**src/hw/rtl/bdc_pkg.sv**
```systemverilog
`default_nettype none
package bdc_pkg;

  // pixel and coded byte width
  localparam int PIX_W = 8;

  // default row store depth, largest supported block side
  localparam int DEFAULT_MAX_BLOCK_WIDTH = 64;

  // configuration register indexes
  localparam int CFG_IDX_W = 2;
  localparam logic [CFG_IDX_W-1:0] REG_DECODE_MODE    = 2'd0;
  localparam logic [CFG_IDX_W-1:0] REG_QUANT_STEP     = 2'd1;
  localparam logic [CFG_IDX_W-1:0] REG_MIDPOINT_RECON = 2'd2;
  localparam logic [CFG_IDX_W-1:0] REG_BLOCK_WIDTH    = 2'd3;

  // block width register width
  localparam int BW_REG_W = 7;

  // reset values of the configuration registers
  localparam logic [PIX_W-1:0]    QUANT_STEP_RESET  = 8'd1;
  localparam logic [BW_REG_W-1:0] BLOCK_WIDTH_RESET = 7'd8;

endpackage
`default_nettype wire

```
**src/hw/rtl/bdc_div.sv**
```systemverilog
`default_nettype none
// restoring divider, one quotient bit per cycle
module bdc_div
  import bdc_pkg::*;
(
  input  wire logic             clk,
  input  wire logic             rst,
  input  wire logic             start,
  input  wire logic [PIX_W-1:0] dividend,
  input  wire logic [PIX_W-1:0] divisor,
  output logic                  done,
  output logic [PIX_W-1:0]      quotient
);

  localparam int CNT_W = $clog2(PIX_W + 1);

  logic [PIX_W-1:0] rem;
  logic [PIX_W-1:0] dvd;
  logic [PIX_W-1:0] dvs;
  logic [CNT_W-1:0] cnt;
  logic             busy;

  logic [PIX_W:0] rem_shift;
  logic           q_bit;

  // one trial subtraction
  always_comb begin
    rem_shift = {rem, dvd[PIX_W-1]};
    q_bit     = (rem_shift >= {1'b0, dvs});
  end

  // control
  always_ff @(posedge clk) begin
    if (rst) begin
      busy <= 1'b0;
      done <= 1'b0;
      cnt  <= '0;
    end else begin
      done <= 1'b0;
      if (start) begin
        busy <= 1'b1;
        cnt  <= '0;
      end else if (busy) begin
        cnt <= cnt + 1'b1;
        if (cnt == CNT_W'(PIX_W - 1)) begin
          busy <= 1'b0;
          done <= 1'b1;
        end
      end
    end
  end

  // datapath, quotient shifts into the dividend register
  // remainder stays below the divisor, so it fits in PIX_W bits
  always_ff @(posedge clk) begin
    if (start) begin
      rem <= '0;
      dvd <= dividend;
      dvs <= divisor;
    end else if (busy) begin
      rem <= q_bit ? PIX_W'(rem_shift - {1'b0, dvs}) : rem_shift[PIX_W-1:0];
      dvd <= {dvd[PIX_W-2:0], q_bit};
    end
  end

  assign quotient = dvd;

endmodule
`default_nettype wire

```
**src/hw/rtl/block_dpcm_deadzone_codec.sv**
```systemverilog
`default_nettype none
// per pixel: input transfer in S_IDLE, then S_PRED and S_REC for block start and lossless
//   encode, S_PRED, S_MUL and S_REC for decode, S_PRED, S_DIV (bit-serial divider),
//   S_MUL and S_REC for lossy encode; one pixel at a time, next input taken the cycle
//   after the result is loaded into the output register
// reset: synchronous, clears config to defaults, position counters and left pixel;
//   row store contents are not cleared
module block_dpcm_deadzone_codec
  import bdc_pkg::*;
#(
  parameter int MAX_BLOCK_WIDTH = DEFAULT_MAX_BLOCK_WIDTH
) (
  input  wire logic                 clk,
  input  wire logic                 rst,
  // input stream
  input  wire logic                 s_tvalid,
  output logic                      s_tready,
  input  wire logic [7:0]           s_tdata,   // [7:0] sample
  // output stream
  output logic                      m_tvalid,
  input  wire logic                 m_tready,
  output logic [15:0]               m_tdata,   // [7:0] coded_value, [15:8] recon_value
  output logic                      m_tlast,   // block_last
  output logic                      m_tuser,   // [0] block_start
  // configuration write channel
  input  wire logic                 cfg_valid,
  output logic                      cfg_ready,
  input  wire logic [CFG_IDX_W-1:0] cfg_index,
  input  wire logic [7:0]           cfg_data
);

  localparam int CW    = (MAX_BLOCK_WIDTH > 1) ? $clog2(MAX_BLOCK_WIDTH) : 1;
  localparam int CMP_W = (CW + 1 > BW_REG_W) ? CW + 1 : BW_REG_W;
  localparam int PROD_W = 2 * PIX_W;
  localparam int SUM_W  = PROD_W + 2;

  localparam logic [2:0] S_IDLE = 3'd0;
  localparam logic [2:0] S_PRED = 3'd1;
  localparam logic [2:0] S_DIV  = 3'd2;
  localparam logic [2:0] S_MUL  = 3'd3;
  localparam logic [2:0] S_REC  = 3'd4;

  // configuration registers
  logic                decode_mode;
  logic [PIX_W-1:0]    quant_step;
  logic                midpoint_recon;
  logic [BW_REG_W-1:0] block_width;

  assign cfg_ready = 1'b1;

  always_ff @(posedge clk) begin
    if (rst) begin
      decode_mode    <= 1'b0;
      quant_step     <= QUANT_STEP_RESET;
      midpoint_recon <= 1'b0;
      block_width    <= BLOCK_WIDTH_RESET;
    end else if (cfg_valid && cfg_ready) begin
      unique case (cfg_index)
        REG_DECODE_MODE:    decode_mode    <= cfg_data[0];
        REG_QUANT_STEP:     quant_step     <= cfg_data;
        REG_MIDPOINT_RECON: midpoint_recon <= cfg_data[0];
        REG_BLOCK_WIDTH:    block_width    <= cfg_data[BW_REG_W-1:0];
        default: ;
      endcase
    end
  end

  // effective step, offset and block width
  logic [PIX_W-1:0] qs_eff;
  logic [PIX_W-1:0] offset;
  logic [CMP_W-1:0] bw_ext;
  logic [CMP_W-1:0] bw_eff;

  always_comb begin
    qs_eff = (quant_step == '0) ? PIX_W'(1) : quant_step;
    offset = midpoint_recon ? (qs_eff >> 1) : '0;
    bw_ext = CMP_W'(block_width);
    if (bw_ext == '0) begin
      bw_eff = CMP_W'(1);
    end else if (bw_ext > CMP_W'(MAX_BLOCK_WIDTH)) begin
      bw_eff = CMP_W'(MAX_BLOCK_WIDTH);
    end else begin
      bw_eff = bw_ext;
    end
  end

  // state
  logic [2:0]       state;
  logic [CW-1:0]    col_in_block;
  logic [CW-1:0]    row_in_block;
  logic [PIX_W-1:0] left_recon;

  // per pixel registers
  logic [PIX_W-1:0] smp;
  logic [CW-1:0]    cur_col;
  logic [CW-1:0]    cur_row;
  logic [CMP_W-1:0] cur_bw;
  logic             cur_start;
  logic             cur_last;
  logic [PIX_W-1:0] pred;
  logic             neg;
  logic             direct;
  logic [PIX_W-1:0] direct_recon;
  logic [PIX_W-1:0] coded;
  logic [PIX_W-1:0] qmag;
  logic [PROD_W-1:0] prod;

  logic in_xfer;
  assign s_tready = (state == S_IDLE);
  assign in_xfer  = s_tvalid && s_tready;

  // position of the arriving pixel, restarting a block if out of range
  logic          wrap;
  logic [CW-1:0] pos_col;
  logic [CW-1:0] pos_row;
  logic          pos_start;
  logic          pos_last;

  always_comb begin
    wrap      = (CMP_W'(col_in_block) >= bw_eff) || (CMP_W'(row_in_block) >= bw_eff);
    pos_col   = wrap ? '0 : col_in_block;
    pos_row   = wrap ? '0 : row_in_block;
    pos_start = (pos_col == '0) && (pos_row == '0);
    pos_last  = (CMP_W'(pos_col) == bw_eff - 1'b1) && (CMP_W'(pos_row) == bw_eff - 1'b1);
  end

  // row store, read at transfer, written back at reconstruction
  logic [PIX_W-1:0] row_mem [MAX_BLOCK_WIDTH];
  logic [PIX_W-1:0] row_rd;
  logic             mem_we;
  logic [PIX_W-1:0] recon;

  always_ff @(posedge clk) begin
    if (mem_we) begin
      row_mem[cur_col] <= recon;
    end
    if (in_xfer) begin
      row_rd <= row_mem[pos_col];
    end
  end

  // prediction error
  logic [PIX_W-1:0] pred_sel;
  logic [PIX_W:0]   err;
  logic [PIX_W-1:0] err_mag;
  logic [PIX_W-1:0] idx_mag;

  always_comb begin
    pred_sel = (cur_row == '0) ? left_recon : row_rd;
    err      = {1'b0, smp} - {1'b0, pred_sel};
    err_mag  = err[PIX_W] ? PIX_W'(~err + 1'b1) : err[PIX_W-1:0];
    idx_mag  = smp[PIX_W-1] ? (~smp + 1'b1) : smp;
  end

  // divider
  logic             div_start;
  logic             div_done;
  logic [PIX_W-1:0] div_q;

  assign div_start = (state == S_PRED) && !cur_start && !decode_mode && (qs_eff > PIX_W'(1));

  bdc_div u_div (
    .clk      (clk),
    .rst      (rst),
    .start    (div_start),
    .dividend (err_mag),
    .divisor  (qs_eff),
    .done     (div_done),
    .quotient (div_q)
  );

  // reconstruction with offset and clamp
  logic [PROD_W:0]  mag_total;
  logic [SUM_W-1:0] sum;

  always_comb begin
    mag_total = {1'b0, prod} + ((prod != '0) ? (PROD_W+1)'(offset) : '0);
    if (neg) begin
      sum = SUM_W'(pred) - SUM_W'(mag_total);
    end else begin
      sum = SUM_W'(pred) + SUM_W'(mag_total);
    end
    if (direct) begin
      recon = direct_recon;
    end else if (sum[SUM_W-1]) begin
      recon = '0;
    end else if (sum > SUM_W'(255)) begin
      recon = 8'd255;
    end else begin
      recon = sum[PIX_W-1:0];
    end
  end

  logic finish;
  assign finish = (state == S_REC) && (!m_tvalid || m_tready);
  assign mem_we = finish;

  // next position
  logic [CMP_W-1:0] col_inc;
  logic [CMP_W-1:0] row_inc;
  assign col_inc = CMP_W'(cur_col) + 1'b1;
  assign row_inc = CMP_W'(cur_row) + 1'b1;

  // sequencer and control registers
  always_ff @(posedge clk) begin
    if (rst) begin
      state        <= S_IDLE;
      col_in_block <= '0;
      row_in_block <= '0;
      left_recon   <= '0;
      m_tvalid     <= 1'b0;
    end else begin
      if (m_tvalid && m_tready && !finish) begin
        m_tvalid <= 1'b0;
      end
      unique case (state)
        S_IDLE: begin
          if (in_xfer) state <= S_PRED;
        end
        S_PRED: begin
          if (cur_start || (!decode_mode && !(qs_eff > PIX_W'(1)))) begin
            state <= S_REC;
          end else if (decode_mode) begin
            state <= S_MUL;
          end else begin
            state <= S_DIV;
          end
        end
        S_DIV: begin
          if (div_done) state <= S_MUL;
        end
        S_MUL: begin
          state <= S_REC;
        end
        S_REC: begin
          if (finish) begin
            state      <= S_IDLE;
            m_tvalid   <= 1'b1;
            left_recon <= recon;
            if (col_inc >= cur_bw) begin
              col_in_block <= '0;
              row_in_block <= (row_inc >= cur_bw) ? '0 : row_inc[CW-1:0];
            end else begin
              col_in_block <= col_inc[CW-1:0];
              row_in_block <= cur_row;
            end
          end
        end
        default: state <= S_IDLE;
      endcase
    end
  end

  // per pixel datapath
  always_ff @(posedge clk) begin
    if (in_xfer) begin
      smp       <= s_tdata;
      cur_col   <= pos_col;
      cur_row   <= pos_row;
      cur_bw    <= bw_eff;
      cur_start <= pos_start;
      cur_last  <= pos_last;
    end
    if (state == S_PRED) begin
      pred         <= pred_sel;
      direct_recon <= smp;
      if (cur_start) begin
        direct <= 1'b1;
        coded  <= '0;
      end else if (decode_mode) begin
        direct <= 1'b0;
        coded  <= smp;
        qmag   <= idx_mag;
        neg    <= smp[PIX_W-1];
      end else if (qs_eff > PIX_W'(1)) begin
        direct <= 1'b0;
        neg    <= err[PIX_W];
      end else begin
        direct <= 1'b1;
        coded  <= err[PIX_W-1:0];
      end
    end
    if ((state == S_DIV) && div_done) begin
      qmag  <= div_q;
      coded <= neg ? (~div_q + 1'b1) : div_q;
    end
    if (state == S_MUL) begin
      prod <= qmag * qs_eff;
    end
    if (finish) begin
      m_tdata <= {recon, coded};
      m_tlast <= cur_last;
      m_tuser <= cur_start;
    end
  end

endmodule
`default_nettype wire
```
**config.mk**
```make
export PLATFORM = sky130hd
export DESIGN_NAME = block_dpcm_deadzone_codec
export DESIGN_NICKNAME = d
export VERILOG_FILES = /design/src/hw/rtl/bdc_pkg.sv /design/src/hw/rtl/bdc_div.sv /design/src/hw/rtl/block_dpcm_deadzone_codec.sv
export SDC_FILE = /design/constraint.sdc
export NUM_CORES = 1
export LEC_CHECK = 0
export CAP_MARGIN = 20
export CORE_ASPECT_RATIO = 2
export CORE_UTILIZATION = 40
export CTS_CLUSTER_SIZE = 12
export DETAILED_ROUTE_END_ITERATION = 12
export DONT_BUFFER_PORTS = 1
export PLACE_DENSITY_LB_ADDON = 0.1
export SKIP_LAST_GASP = 1
export SYNTH_ARGS = -nofsm -noshare
export SYNTH_HDL_FRONTEND = slang
export SYNTH_SLANG_ARGS = --single-unit
export TNS_END_PERCENT = 50
```
**constraint.sdc**
```tcl
create_clock -name clk -period 7.22 [get_ports clk]
set_clock_uncertainty 0.1 [all_clocks]
set_input_delay 1.444 -clock clk [delete_from_list [all_inputs] [get_ports clk]]
set_output_delay 1.444 -clock clk [all_outputs]
set_load 0.02 [all_outputs]
```
[After elaboration in Yosys (flattened, before gate mapping)]
Memories as Yosys holds them, arrays and structs flattened. A register that Yosys moved wholly into a read port is not among the register bits.
Cells that the tools add are included.
Operators by class
  $lt $le $gt $ge: 8
  bitwise gates (word level): 5
  equal/unequal tests: 15
  reductions and logical operators: 42
  multiplexer cells: 49
  add/subtract/negate cells: 12
  $mul: 1
Operators by type and width (count)
  8-bit 2-to-1 mux: 20
  6-bit 2-to-1 mux: 5
  7-bit 2-to-1 mux: 4
  8-bit by 1-bit adder with 8-bit output, second input constant: 3
  8-bit NOT: 3
  8-bit by 17-bit adder with 18-bit output: 1
  18-bit by 8-bit greater-than comparator with 1-bit output, second input constant: 1
  6-bit zero test: 3
  18-bit 2-to-1 mux: 1
  8-bit by 17-bit subtractor with 18-bit output: 1
  16-bit by 7-bit adder with 17-bit output: 1
  8-bit by 8-bit multiplier with 16-bit output: 1
  16-bit nonzero test: 1
  3-bit one-hot mux with 5 select lines: 1
  6-bit by 1-bit adder with 7-bit output, second input constant: 2
  6-bit by 7-bit equality test with 1-bit output: 2
  6-bit by 7-bit greater-or-equal comparator with 1-bit output: 2
  7-bit greater-or-equal comparator: 2
  1-bit 2-to-1 mux: 14
  3-bit 2-to-1 mux: 4
  2-bit AND reduction: 6
  1-bit logical AND: 11
  9-bit by 8-bit greater-or-equal comparator with 1-bit output: 1
  3-bit AND reduction: 3
  25 further kinds: 39
Word-level totals
  register bits after elaboration: 168
  RAM bits: 512
  input bits: 23
  logic and storage cells: 164
  output and inout bits: 21
  memories: 1
Memory list
  row_mem: depth 64, width 8, read ports 1, clocked after memory_dff 1, wr ports 1, line block_dpcm_deadzone_codec.sv:128  | logic [PIX_W-1:0] row_mem [MAX_BLOCK_WIDTH];

[Depth between registers and ports, before layout]
Gate-level depths: netlist of the first run.
  depth in word-level cells: 11
  gate-level depth with buffers: 24
  mapped depth without buffers: 21

[Cells and area by module]
From an unflattened synthesis of the first run, not the netlist that was laid out.
Second synthesis, totals
  cells, all modules: 2526
  area total of the unflattened synthesis: 32593.8 um2
By module, submodules not included
  block_dpcm_deadzone_codec: sequential area each 19348.6 um2, times used 1, cells an instance 2385, area an instance 31028.5 um2
  bdc_div: sequential area each 760.7 um2, times used 1, cells an instance 141, area an instance 1565.3 um2

[Worst setup path before layout of the first run]
No wires, ideal clock.
  kind: flip-flop to flip-flop
  from: register prod[7]
  to: register m_tdata[10], data pin
  buffers on the path: 2
  arrival time: 6.752 ns
  cell stages (with the launch flop): 22
  slack: -0.219 ns
  cell sequence: edfxtp_1 > clkbuf_1 > nor4_1 > a41oi_1 > and2_1 > ha_1 > fa_1 > a211o_1 > a21o_1 > a221oi_2 > nor2_1 > xor2_1 > ha_1 > o21ai_0 > a31oi_1 > o21a_1 > o21a_1 > nor2_1 > or3_1 > o2111a_1 > clkbuf_1 > a32oi_1
Between the ends
  cells in the longest elaborated chain, start to end: 9
  elaborated cells on any way between the ends: 10
RTL lines
  start, declared: line block_dpcm_deadzone_codec.sv:106  | logic [PROD_W-1:0] prod;
  start signal, assigned: line block_dpcm_deadzone_codec.sv:288  | prod <= qmag * qs_eff;
  16-bit nonzero test: line block_dpcm_deadzone_codec.sv:177  | mag_total = {1'b0, prod} + ((prod != '0) ? (PROD_W+1)'(offset) : '0);
  7-bit 2-to-1 mux: line block_dpcm_deadzone_codec.sv:177
  16-bit by 7-bit adder with 17-bit output *: line block_dpcm_deadzone_codec.sv:177
  8-bit by 17-bit adder with 18-bit output or 8-bit by 17-bit subtractor with 18-bit output (tied branches): line block_dpcm_deadzone_codec.sv:181, block_dpcm_deadzone_codec.sv:179
  18-bit 2-to-1 mux *: line block_dpcm_deadzone_codec.sv:178  | if (neg) begin
  18-bit by 8-bit greater-than comparator with 1-bit output: line block_dpcm_deadzone_codec.sv:187  | end else if (sum > SUM_W'(255)) begin
  8-bit 2-to-1 mux: line block_dpcm_deadzone_codec.sv:187
  8-bit 2-to-1 mux *: line block_dpcm_deadzone_codec.sv:185  | end else if (sum[SUM_W-1]) begin
  8-bit 2-to-1 mux *: line block_dpcm_deadzone_codec.sv:183  | if (direct) begin
  named net recon[2]: line block_dpcm_deadzone_codec.sv:131  | logic [PIX_W-1:0] recon;
  end signal, assigned: line block_dpcm_deadzone_codec.sv:291  | m_tdata <= {recon, coded};
  end, declared: line block_dpcm_deadzone_codec.sv:22  | output logic [15:0] m_tdata,
The timed path passes the listed nets; every way through them passes the cells marked *.
A chain may end at the register's enable or synchronous reset.

[Final worst setup path of the first run]
  from: register prod[10]
  to: memory row_mem[15][3], data pin
Between the ends
  cells in the longest elaborated chain, start to end: 9
  elaborated cells on any way between the ends: 10
RTL lines (line)
  16-bit nonzero test: block_dpcm_deadzone_codec.sv:177
  7-bit 2-to-1 mux: block_dpcm_deadzone_codec.sv:177
  16-bit by 7-bit adder with 17-bit output *: block_dpcm_deadzone_codec.sv:177
  8-bit by 17-bit adder with 18-bit output or 8-bit by 17-bit subtractor with 18-bit output (tied branches): block_dpcm_deadzone_codec.sv:181, block_dpcm_deadzone_codec.sv:179
  18-bit 2-to-1 mux *: block_dpcm_deadzone_codec.sv:178
  18-bit by 8-bit greater-than comparator with 1-bit output: block_dpcm_deadzone_codec.sv:187
  8-bit 2-to-1 mux: block_dpcm_deadzone_codec.sv:187
  8-bit 2-to-1 mux *: block_dpcm_deadzone_codec.sv:185
  8-bit 2-to-1 mux *: block_dpcm_deadzone_codec.sv:183
  named net recon[3]: block_dpcm_deadzone_codec.sv:131
  end, declared: block_dpcm_deadzone_codec.sv:128
Marks and branches as above.

==> summary.txt, run 1 <==
Global routing
  – Gr usage total: 22.7%
  – Vias in the first global route: 21400
  – First-pass GRT wire length: approximately 140 mm
  – Pin count of the biggest net entering global routing: 66
  – Initial antenna violation count: 6
  – Grt ovf: 0

Synthesis
  – EDFF count, synth: 633
  – Post-Synth Adder-Cell Area: 6.32%
  – Top post-synthesis cells by area: edfxtp_1 (58%), ha_1 (3.9%), dfxtp_1 (3.4%)
  – Post-Syn Nets: approximately 2800
  – Synth Area in XOR/XNOR: 2.05%
  – Prevailing post-synth register cell: edfxtp_1
  – Warnings from Yosys: 0
  – Cell area after synthesis: 32800 um2
  – Register area share after synthesis: between 60% and 70%
  – Share of the synthesized area in the top cell type: 57.9%
  – Ys async rst share: 0%
  – Largest family of logic cells by synthesized area: simple AND/OR/NAND/NOR gates
  – Synth Area per Inst: 12.6 um2
  – Synth cell types: 80
  – Synth Register Bits: a little under 700
  – Post-synthesis simple-gate area fraction: 11.5%
  – Mux contribution to synthesized area: 6.13%
  – Leading area contributor after synthesis: edfxtp_1
  – Synth Instances: 2613
  – Post-synthesis compound-gate area fraction: about 10%

Timing
  – Final number of max-transition violations: 0
  – Final Cycle Share: 91.6%
  – Endpoints failing hold: 0
  – Final setup fails: 0
  – Fmax: 0.151 GHz
  – Worst rel slew slack: around 27%
  – Unrepaired setup endpoints after global routing: no
  – Slew @ Worst Pin: 1.06 ns
  – Min cycle time layout: approximately 6.6 ns

Setup path
  – CP endpoint: row_mem[15][3]
  – Critical path capture point type: flop
  – Largest delay share family, worst path: simple AND/OR/NAND/NOR gates
  – Crit path arrival time: 6.93 ns
  – Worst Path Buf+Inv: 1
  – Cells along the critical path: nor4_1, a41oi_1, and2_1, ha_1, fa_1, xnor2_1, nand3_1, a221oi_2, nor2_1, xor2_1, ha_1, o21ai_0, a31oi_1, o21a_1, o21a_1, nor2_1, nor4_2, a41oi_1, or2_1, a32oi_4, buf_12
  – Stages on worst setup path: 21
  – CP max-delay cell: edfxtp_1
  – Worst-path fanout max: 65
  – Reg2reg setup slack: 0.61 ns
  – Worst r2r path cells: 21
  – Reg2Reg Capture Point: row_mem[15][3]
  – RR Startpoint: prod[10]
  – WS Path Type: reg2reg
  – Crit. Startpoint: prod[10]
  – Startpoint types: flop
  – CP max stage delay: around 0.57 ns
  – Worst EP required: 7.54 ns

Power and ir drop
  – Power Total: 10000 uW
  – Max IR drop VDD: 0.149 mV
  – Pwr/cell area: approximately 270 nW/um2
  – LEAKAGE: 0.0126 uW

Clock network
  – Postcts setup bufs: 0
  – TritonCTS clock tree: built
  – Post-CTS sizing: 0
  – Hold-fix buffers at CTS: 0
  – Htree depth: 3
  – Clock Pin Slew Worst Setup and Hold Paths: 0.06 ns
  – CTS max path bufs: 3
  – # clock sinks: 688
  – CTS Buf Count: 70
  – Clk_lat worst skew: between 0.6 and 0.7 ns
  – Root buf cell: clkbuf_16

Cells and area
  – Share of cells above drive strength 1: 9.62%
  – Most frequent cells in the layout: edfxtp_1 (633), nand2_1 (272), nor2_1 (251)
  – Biggest regs: row_mem x512, m_tdata x16, prod x16
  – Number of flip-flops in the largest register: ~500
  – Syn-to-layout area delta: 11.2%
  – Finished Core Util: 44.9%
  – Fin nets: between 2000 and 3000
  – Most common cell after layout, fill and taps aside: edfxtp_1
  – Biggest register: row_mem

Placement
  – HPWL Detailed: 66.3 mm
  – Input/output buffers: 0
  – Placer Congestion: 0.908

Floorplanning
  – Core Area: 81300 um2
  – Initial Util: between 40% and 50%
  – Die Footprint: 83300 um2
  – Die Height: 407 um
  – I/O pins: between 40 and 50
  – Die W: 205 um
  – FP Rows: approximately 150

Route
  – Antenna viol nets, final: 0
  – Drt pass-1 iters: 6
  – DRC: 0
  – Drt via density: around 5.5
  – WL final: 93.0 mm
  – First DRT Iteration DRCs: between 1000 and 1500
  – WL/cell: 25.1 um
  – Routed vias: 20600

Run
  – Max capacitance violation total: 0

Hold path
  – Worst Hold Class: reg2reg

Outcome
  – Outcome: finished clean
==> Yosys cell counts (all sizes together) (21+ instances only) <==
cell / number
a311oi: 21
nor2b: 35
xnor2: 44
xor2: 33
clkbuf: 114
nand2b: 24
o21ai: 87
nor2: 251
a211oi: 27
nand2: 273
a21oi: 181
fa: 40
buf: 27
mux2i: 73
dfxtp: 55
ha: 102
o22ai: 24
nand3: 48
nor4: 24
edfxtp: 633
inv: 109
nor3: 31
mux4: 48
and2: 52
==> cells by family after synthesis <==
group	after synthesis
AOI/OAI and AO/OA	493
xor gates and xnor gates	77
other	1
DFF	688
muxes	139
adders and majority gates	142
and+or+nand+nor	820
buffers and inverters	253
==> metal layers <==
layer	global-route usage, %	share of wire, %
met1	21.9	33
met2	43.2	57
met3	3.77	4.0
met4	14.5	6.3
met5	0	0
==> worst min-delay path by stage <==
stage,endpoint,startpoint,cells past startpoint,slack [ns]
after floorplan,m_tdata[0],coded[0],0,0.30
after detailed placement,m_tdata[4],coded[4],0,0.30
final,m_tdata[6],coded[6],0,0.32
after CTS,m_tdata[4],coded[4],0,0.32
after global routing,m_tdata[4],coded[4],0,0.34
after global placement,m_tdata[0],coded[0],0,0.30
==> through the flow <==
stage                     setup slack (ns)  setup TNS [ns]  hold WS (ns)  instances  cell area (um2)
after floorplan                     -0.219          -99.79         0.300       2613            32800
after global placement               0.718               0         0.304       3574            34300
after detailed placement             0.659               0         0.305       3577            34300
after CTS                            0.613               0         0.316       3686            36400
after global routing                0.0917               0         0.336       3711            36500
final                                0.609               0         0.317       3711            36500
==> worst register-to-register path: stages (launching register included) <==
cell and delay (ns):
edfxtp_1 0.57, nor4_1 0.42, a41oi_1 0.31, and2_1 0.26, ha_1 0.23, fa_1 0.45
xnor2_1 0.44, nand3_1 0.25, a221oi_2 0.33, nor2_1 0.12, xor2_1 0.19, ha_1 0.31
o21ai_0 0.12, a31oi_1 0.21, o21a_1 0.16, o21a_1 0.13, nor2_1 0.07, nor4_2 0.32
a41oi_1 0.16, or2_1 0.51, a32oi_4 0.34, buf_12 0.28
==> where the power goes <==
part	total [uW]	switching, uW	internal, uW
Clock	3460	1560	1900
Sequential	4820	172	4650
Combinational	1740	1140	609
Total	10000	2870	7160
==> layout make-up <==
type | count | area, um2
diodes | 22 | 55.1
multi-input cells | 1672 | 11900
fillers | 7400 | 44800
flip-flops and latches | 688 | 20100
clock inverters | 15 | 235
repair buffers | 58 | 557
inverters | 112 | 423
clock buffers | 94 | 1860
well taps | 1050 | 1310
Note: power is estimated with default switching activity, not from simulation.
==> run 2: changes to the inputs <==
--- a/config.mk
+++ b/config.mk
@@ -13,4 +13,5 @@
 export DONT_BUFFER_PORTS = 1
 export PLACE_DENSITY_LB_ADDON = 0.1
+export REMOVE_ABC_BUFFERS = 1
 export SKIP_LAST_GASP = 1
 export SYNTH_ARGS = -nofsm -noshare
--- a/constraint.sdc
+++ b/constraint.sdc
@@ -3,3 +3,3 @@
 set_input_delay 1.444 -clock clk [delete_from_list [all_inputs] [get_ports clk]]
 set_output_delay 1.444 -clock clk [all_outputs]
-set_load 0.02 [all_outputs]
+set_load 0.1 [all_outputs]
==> run 2 against run 1 <==
  * Clock power fell by 1%
  * Cell area is the same
  * Non-clock buffer count increased by 15
  * Final cell count decreased by 0.35%
  * Highest routed layer unchanged
  * Setup slack got worse by 0.16 ns
  * Utilization unchanged
  * Largest power group unchanged
  * Via count up 2.1%
  * Sequential share of layout area unchanged
==> summary.txt, run 2 (same netlist as run 1, synthesis figures left out) <==
Outcome
  – Outcome: finished clean

Cells and area
  – Design area: 36500 um2
  – Syn-to-layout area delta: 11.2%
  – Ant diodes: 0
  – Register Area: 20100 um2
  – Most common cell after layout, fill and taps aside: edfxtp_1
  – Area of the multi-input gates: around 12000 um2
  – Biggest register: row_mem
  – Number of flip-flops in the largest register: 512
  – Biggest regs: row_mem x512, m_tdata x16, prod x16
  – Share of cells above drive strength 1: 10.2%
  – Fill cells: 7321
  – Finished Core Util: around 45%
  – Most frequent cells in the layout: edfxtp_1 (633), nand2_1 (272), nor2_1 (251)
  – Fin nets: 2782

Clock network
  – Root buf cell: clkbuf_16
  – # clock sinks: between 600 and 700
  – Postcts setup bufs: 0
  – Clk_lat worst skew: ~0.65 ns
  – Hold-fix buffers at CTS: 0
  – CTS Buf Count: 70
  – Clock Pin Slew Worst Setup and Hold Paths: 0.06 ns
  – CTS max path bufs: 3
  – Post-CTS sizing: 0
  – Htree depth: 3
  – TritonCTS clock tree: built

Route
  – Drt via density: 5.67
  – First DRT Iteration DRCs: 1436
  – WL final: approximately 96 mm
  – Antenna viol nets, final: 0
  – Routed vias: 21000
  – Drt pass-1 iters: 5
  – DRC: 0
  – WL/cell: 25.9 um

Placement
  – DP Worst Slack: 0.401 ns
  – HPWL Detailed: 67.2 mm
  – Placer Congestion: around 0.85
  – Input/output buffers: 0
  – Placed Area: roughly 34000 um2

Floorplanning
  – Die Height: 407 um
  – FP Rows: 148
  – Die W: 205 um
  – Initial Util: 40.4%
  – Die Footprint: 83300 um2
  – I/O pins: 44
  – Core Area: 81300 um2

Setup path
  – Startpoint types: flop
  – Worst-path fanout max: between 50 and 60
  – Critical path capture point type: flop
  – WS Path Type: reg2reg
  – Crit path arrival time: 7.13 ns
  – Worst EP required: approximately 7.6 ns

Timing
  – Sum Neg Setup Slack: 0 ns
  – Min cycle time layout: about 6.8 ns
  – Worst rel slew slack: 18.9%
  – Fmax: 0.148 GHz
  – Unrepaired setup endpoints after global routing: no
  – Slew @ Worst Pin: 1.19 ns
  – Endpoints failing hold: 0
  – Final setup margin: around 0.45 ns
  – Final number of max-transition violations: 0
  – Final Cycle Share: a little over nine tenths
  – Final setup fails: 0

Global routing
  – First-pass GRT wire length: 141 mm
  – Initial antenna violation count: 0
  – Vias in the first global route: 21800
  – Grt ovf: 0
  – Gr usage total: a little under a quarter
  – Pin count of the biggest net entering global routing: between 90 and 100

Power and ir drop
  – LEAKAGE: 0.0126 uW
  – Max IR drop VDD: 0.152 mV
  – Power Total: 10100 uW
  – Pwr/cell area: 276 nW/um2

Run
  – Max capacitance violation total: 0

Hold path
  – Worst Hold Class: reg2reg
## run 2: changes by cell type in the layout (fill, tap and decap cells not counted), sizes merged
| cell | delta |
|---|---|
| clkinv | -1 |
| inv | +1 |
| dlymetal6s2s | -1 |
| buf | +16 |
| clkbuf | -5 |
| diode | -22 |
| bufinv | -1 |
## run 2: path summary, 6_finish.rpt
kind	start	end	slack (ns)	depth (start not counted)
worst min-delay path	coded[6]	m_tdata[6]	0.31	0
worst max register to register	prod[9]	row_mem[21][2]	0.45	21
worst min register to register	coded[6]	m_tdata[6]	0.31	0
worst max-delay path	prod[9]	row_mem[21][2]	0.45	21
## run 2: report_power, final
part	internal [uW]	switching, uW
logic	613	1150
clock network	1850	1550
registers	4650	239
## run 2: per-layer routing
layer	track usage [%]	vias to the layer above	share of wire (%)
met1	23.0	10600	34
met4	12.4	0	5.3
met3	3.04	205	3.2
met5	0	-	0
li1	-	9649	-
met2	45.5	479	58
## run 2: critical path: stages (launching register included)
cell and delay (ns):
edfxtp_1 0.50, nor4_1 0.44, a41oi_1 0.33, and2_1 0.27, ha_1 0.23, fa_1 0.45, a211o_1 0.36, a21o_1 0.22
a221oi_2 0.40, nor2_1 0.12, xor2_1 0.19, ha_1 0.31, o21ai_0 0.11, a31oi_1 0.24, o21a_1 0.17, o21a_1 0.13
nor2_1 0.08, nor4_2 0.33, a41oi_1 0.17, or2_1 0.51, a32oi_4 0.56, buf_12 0.32
## run 2: layout make-up
type	count	area share, %
Timing Repair Buffer	73	1.84
Inverter	112	1.16
Clock buffer	89	5.05
Tap cell	1050	3.60
Sequential cell	688	55.1
Clock inverter	14	0.596
Multi-Input combinational cell	1672	32.7
## run 2: stage by stage
step,std cells,hold slack [ns]
floorplan,2472,0.300
global placement,3592,0.309
detailed placement,3594,0.305
CTS,3697,0.314
global route,3698,0.333
finish,3698,0.313
==> run 3: changes to the inputs <==
- PLACE_DENSITY_LB_ADDON: 0.1 -> unset
==> run 3 against run 2 <==
  * Die area stayed put
  * Setup slack better by 0.19 ns
  * Combinational power is 2% lower
  * First-iteration DRC count is 27% higher
  * Highest routed layer unchanged
  * Clock-buffer cell count shrank 6
  * Clock power down 3%
  * Critical endpoint is now row_mem[23][0]
  * Via count is 0.10% higher
  * Final cell count fell by 0.84%
  * Cell area is 0.64% lower
  * Global-route usage is 1.6 points lower
==> summary.txt, run 3 (same netlist as run 1, synthesis figures left out) <==
Setup path
  – RR Startpoint: prod[9]
  – Crit path arrival time: 6.90 ns
  – Cells along the critical path: nor4_1, a41oi_1, and2_1, ha_1, fa_1, a211o_1, a21o_1, a221oi_2, nor2_1, xor2_1, ha_1, o21ai_0, a31oi_1, o21a_1, o21a_1, nor2_1, nor4_2, a41oi_1, or2_1, a22oi_2, buf_12
  – Worst-path fanout max: between 60 and 70
  – Critical path capture point type: flop
  – WS Path Type: reg2reg
  – Worst EP required: ~7.5 ns
  – CP max stage delay: ~0.53 ns
  – Crit. Startpoint: prod[9]
  – Startpoint types: flop
  – CP max-delay cell: nor4_1

Cells and area
  – Fin nets: 2759
  – Syn-to-layout area delta: 10.5%
  – Number of flip-flops in the largest register: 512
  – Biggest regs: row_mem x512, m_tdata x16, prod x16
  – Ant diodes: 0
  – Share of cells above drive strength 1: 9.29%
  – Most common cell after layout, fill and taps aside: edfxtp_1
  – Biggest register: row_mem
  – Finished Core Util: 44.6%
  – Fill cells: just over 7000
  – Most frequent cells in the layout: edfxtp_1 (633), nand2_1 (272), nor2_1 (250)

Global routing
  – First-pass GRT wire length: ~130 mm
  – Grt ovf: 0
  – Vias in the first global route: 21600
  – Initial antenna violation count: 0
  – Gr usage total: 21.6%
  – Pin count of the biggest net entering global routing: 66

Route
  – WL final: 89.6 mm
  – First DRT Iteration DRCs: 1821
  – WL/cell: 24.4 um
  – Drt via density: 5.73
  – Routed vias: 21000
  – Drt pass-1 iters: 7
  – DRC: 0
  – Antenna viol nets, final: 0

Clock network
  – Htree depth: 3
  – Root buf cell: clkbuf_16
  – Hold-fix buffers at CTS: 0
  – Postcts setup bufs: 0
  – Post-CTS sizing: 0
  – TritonCTS clock tree: built
  – CTS max path bufs: 3
  – # clock sinks: 688
  – Clk_lat worst skew: 0.65 ns
  – CTS Buf Count: between 60 and 70
  – Clock Pin Slew Worst Setup and Hold Paths: 0.07 ns

Run
  – Max capacitance violation total: 0

Floorplanning
  – Die Footprint: 83300 um2
  – Core Area: 81300 um2
  – I/O pins: 44
  – Die W: 205 um
  – FP Rows: 148
  – Initial Util: between 40% and 50%
  – Die Height: 407 um

Power and ir drop
  – LEAKAGE: ~0.012 uW
  – Max IR drop VDD: approximately 0.16 mV
  – Pwr/cell area: 274 nW/um2

Timing
  – Final Cycle Share: 91.1%
  – Min cycle time layout: 6.58 ns
  – Sum Neg Setup Slack: 0 ns
  – Worst rel slew slack: a little over a quarter
  – Slew @ Worst Pin: about 1.1 ns
  – Final setup fails: 0
  – Endpoints failing hold: 0
  – Fmax: 0.152 GHz
  – Final setup margin: 0.640 ns
  – Unrepaired setup endpoints after global routing: no
  – Final number of max-transition violations: 0

Placement
  – Input/output buffers: 0
  – DP Worst Slack: 0.660 ns
  – HPWL Detailed: 63.4 mm
  – Placer Congestion: 0.935

Outcome
  – Outcome: finished clean

Hold path
  – Hold_sp: coded[4]
  – Worst Hold Class: reg2reg
## run 3: stage by stage
stage,hold slack (ns),power [uW],cells,cell area (um2)
floorplan,0.300,6030,2472,32300
global placement,0.318,6660,3571,34300
detailed placement,0.313,6700,3573,34300
CTS,0.328,10000,3666,36300
global route,0.352,10300,3667,36300
finish,0.335,9940,3667,36300
## run 3: final timing paths
check | to | slack, ns | cells after the start
hold reg to reg | m_tdata[4] | 0.33 | 0
hold / removal | m_tdata[4] | 0.33 | 0
setup reg to reg | row_mem[23][0] | 0.64 | 21
setup / recovery | row_mem[23][0] | 0.64 | 21
## run 3: critical path: cells and delay by family, from the launching register on
family / cells / cell delay, ns
AO/OA/AOI/OAI: 10 / 2.42
AND/OR/NAND/NOR: 6 / 1.80
adder cells (fa/ha/maj): 3 / 0.98
flip-flops: 1 / 0.49
buffers and inverters: 1 / 0.32
XOR/XNOR: 1 / 0.19
## run 3: power by group
group	internal [uW]	leakage (uW)	switching, uW	total, uW
Combinational	593	0.00531	1130	1720
Sequential	4650	0.00620	244	4900
Clock	1800	0.000960	1510	3310
Total	7050	0.0125	2890	9940
## run 3: final cells by class
class | count | area, um2 | area share, %
clock inverters | 10 | 190 | 0.524
flip-flops and latches | 688 | 20100 | 55.5
repair buffers | 52 | 510 | 1.41
well taps | 1050 | 1310 | 3.62
multi-input cells | 1672 | 11900 | 32.9
inverters | 112 | 423 | 1.17
clock buffers | 83 | 1790 | 4.94
## run 3: layer usage
metal	vias up	track usage, %	share of wire, %
met4	0	14.6	7.2
met2	671	42.2	57
met5	-	0	0
met1	10500	20.2	32
met3	262	2.88	3.7
li1	9592	-	-
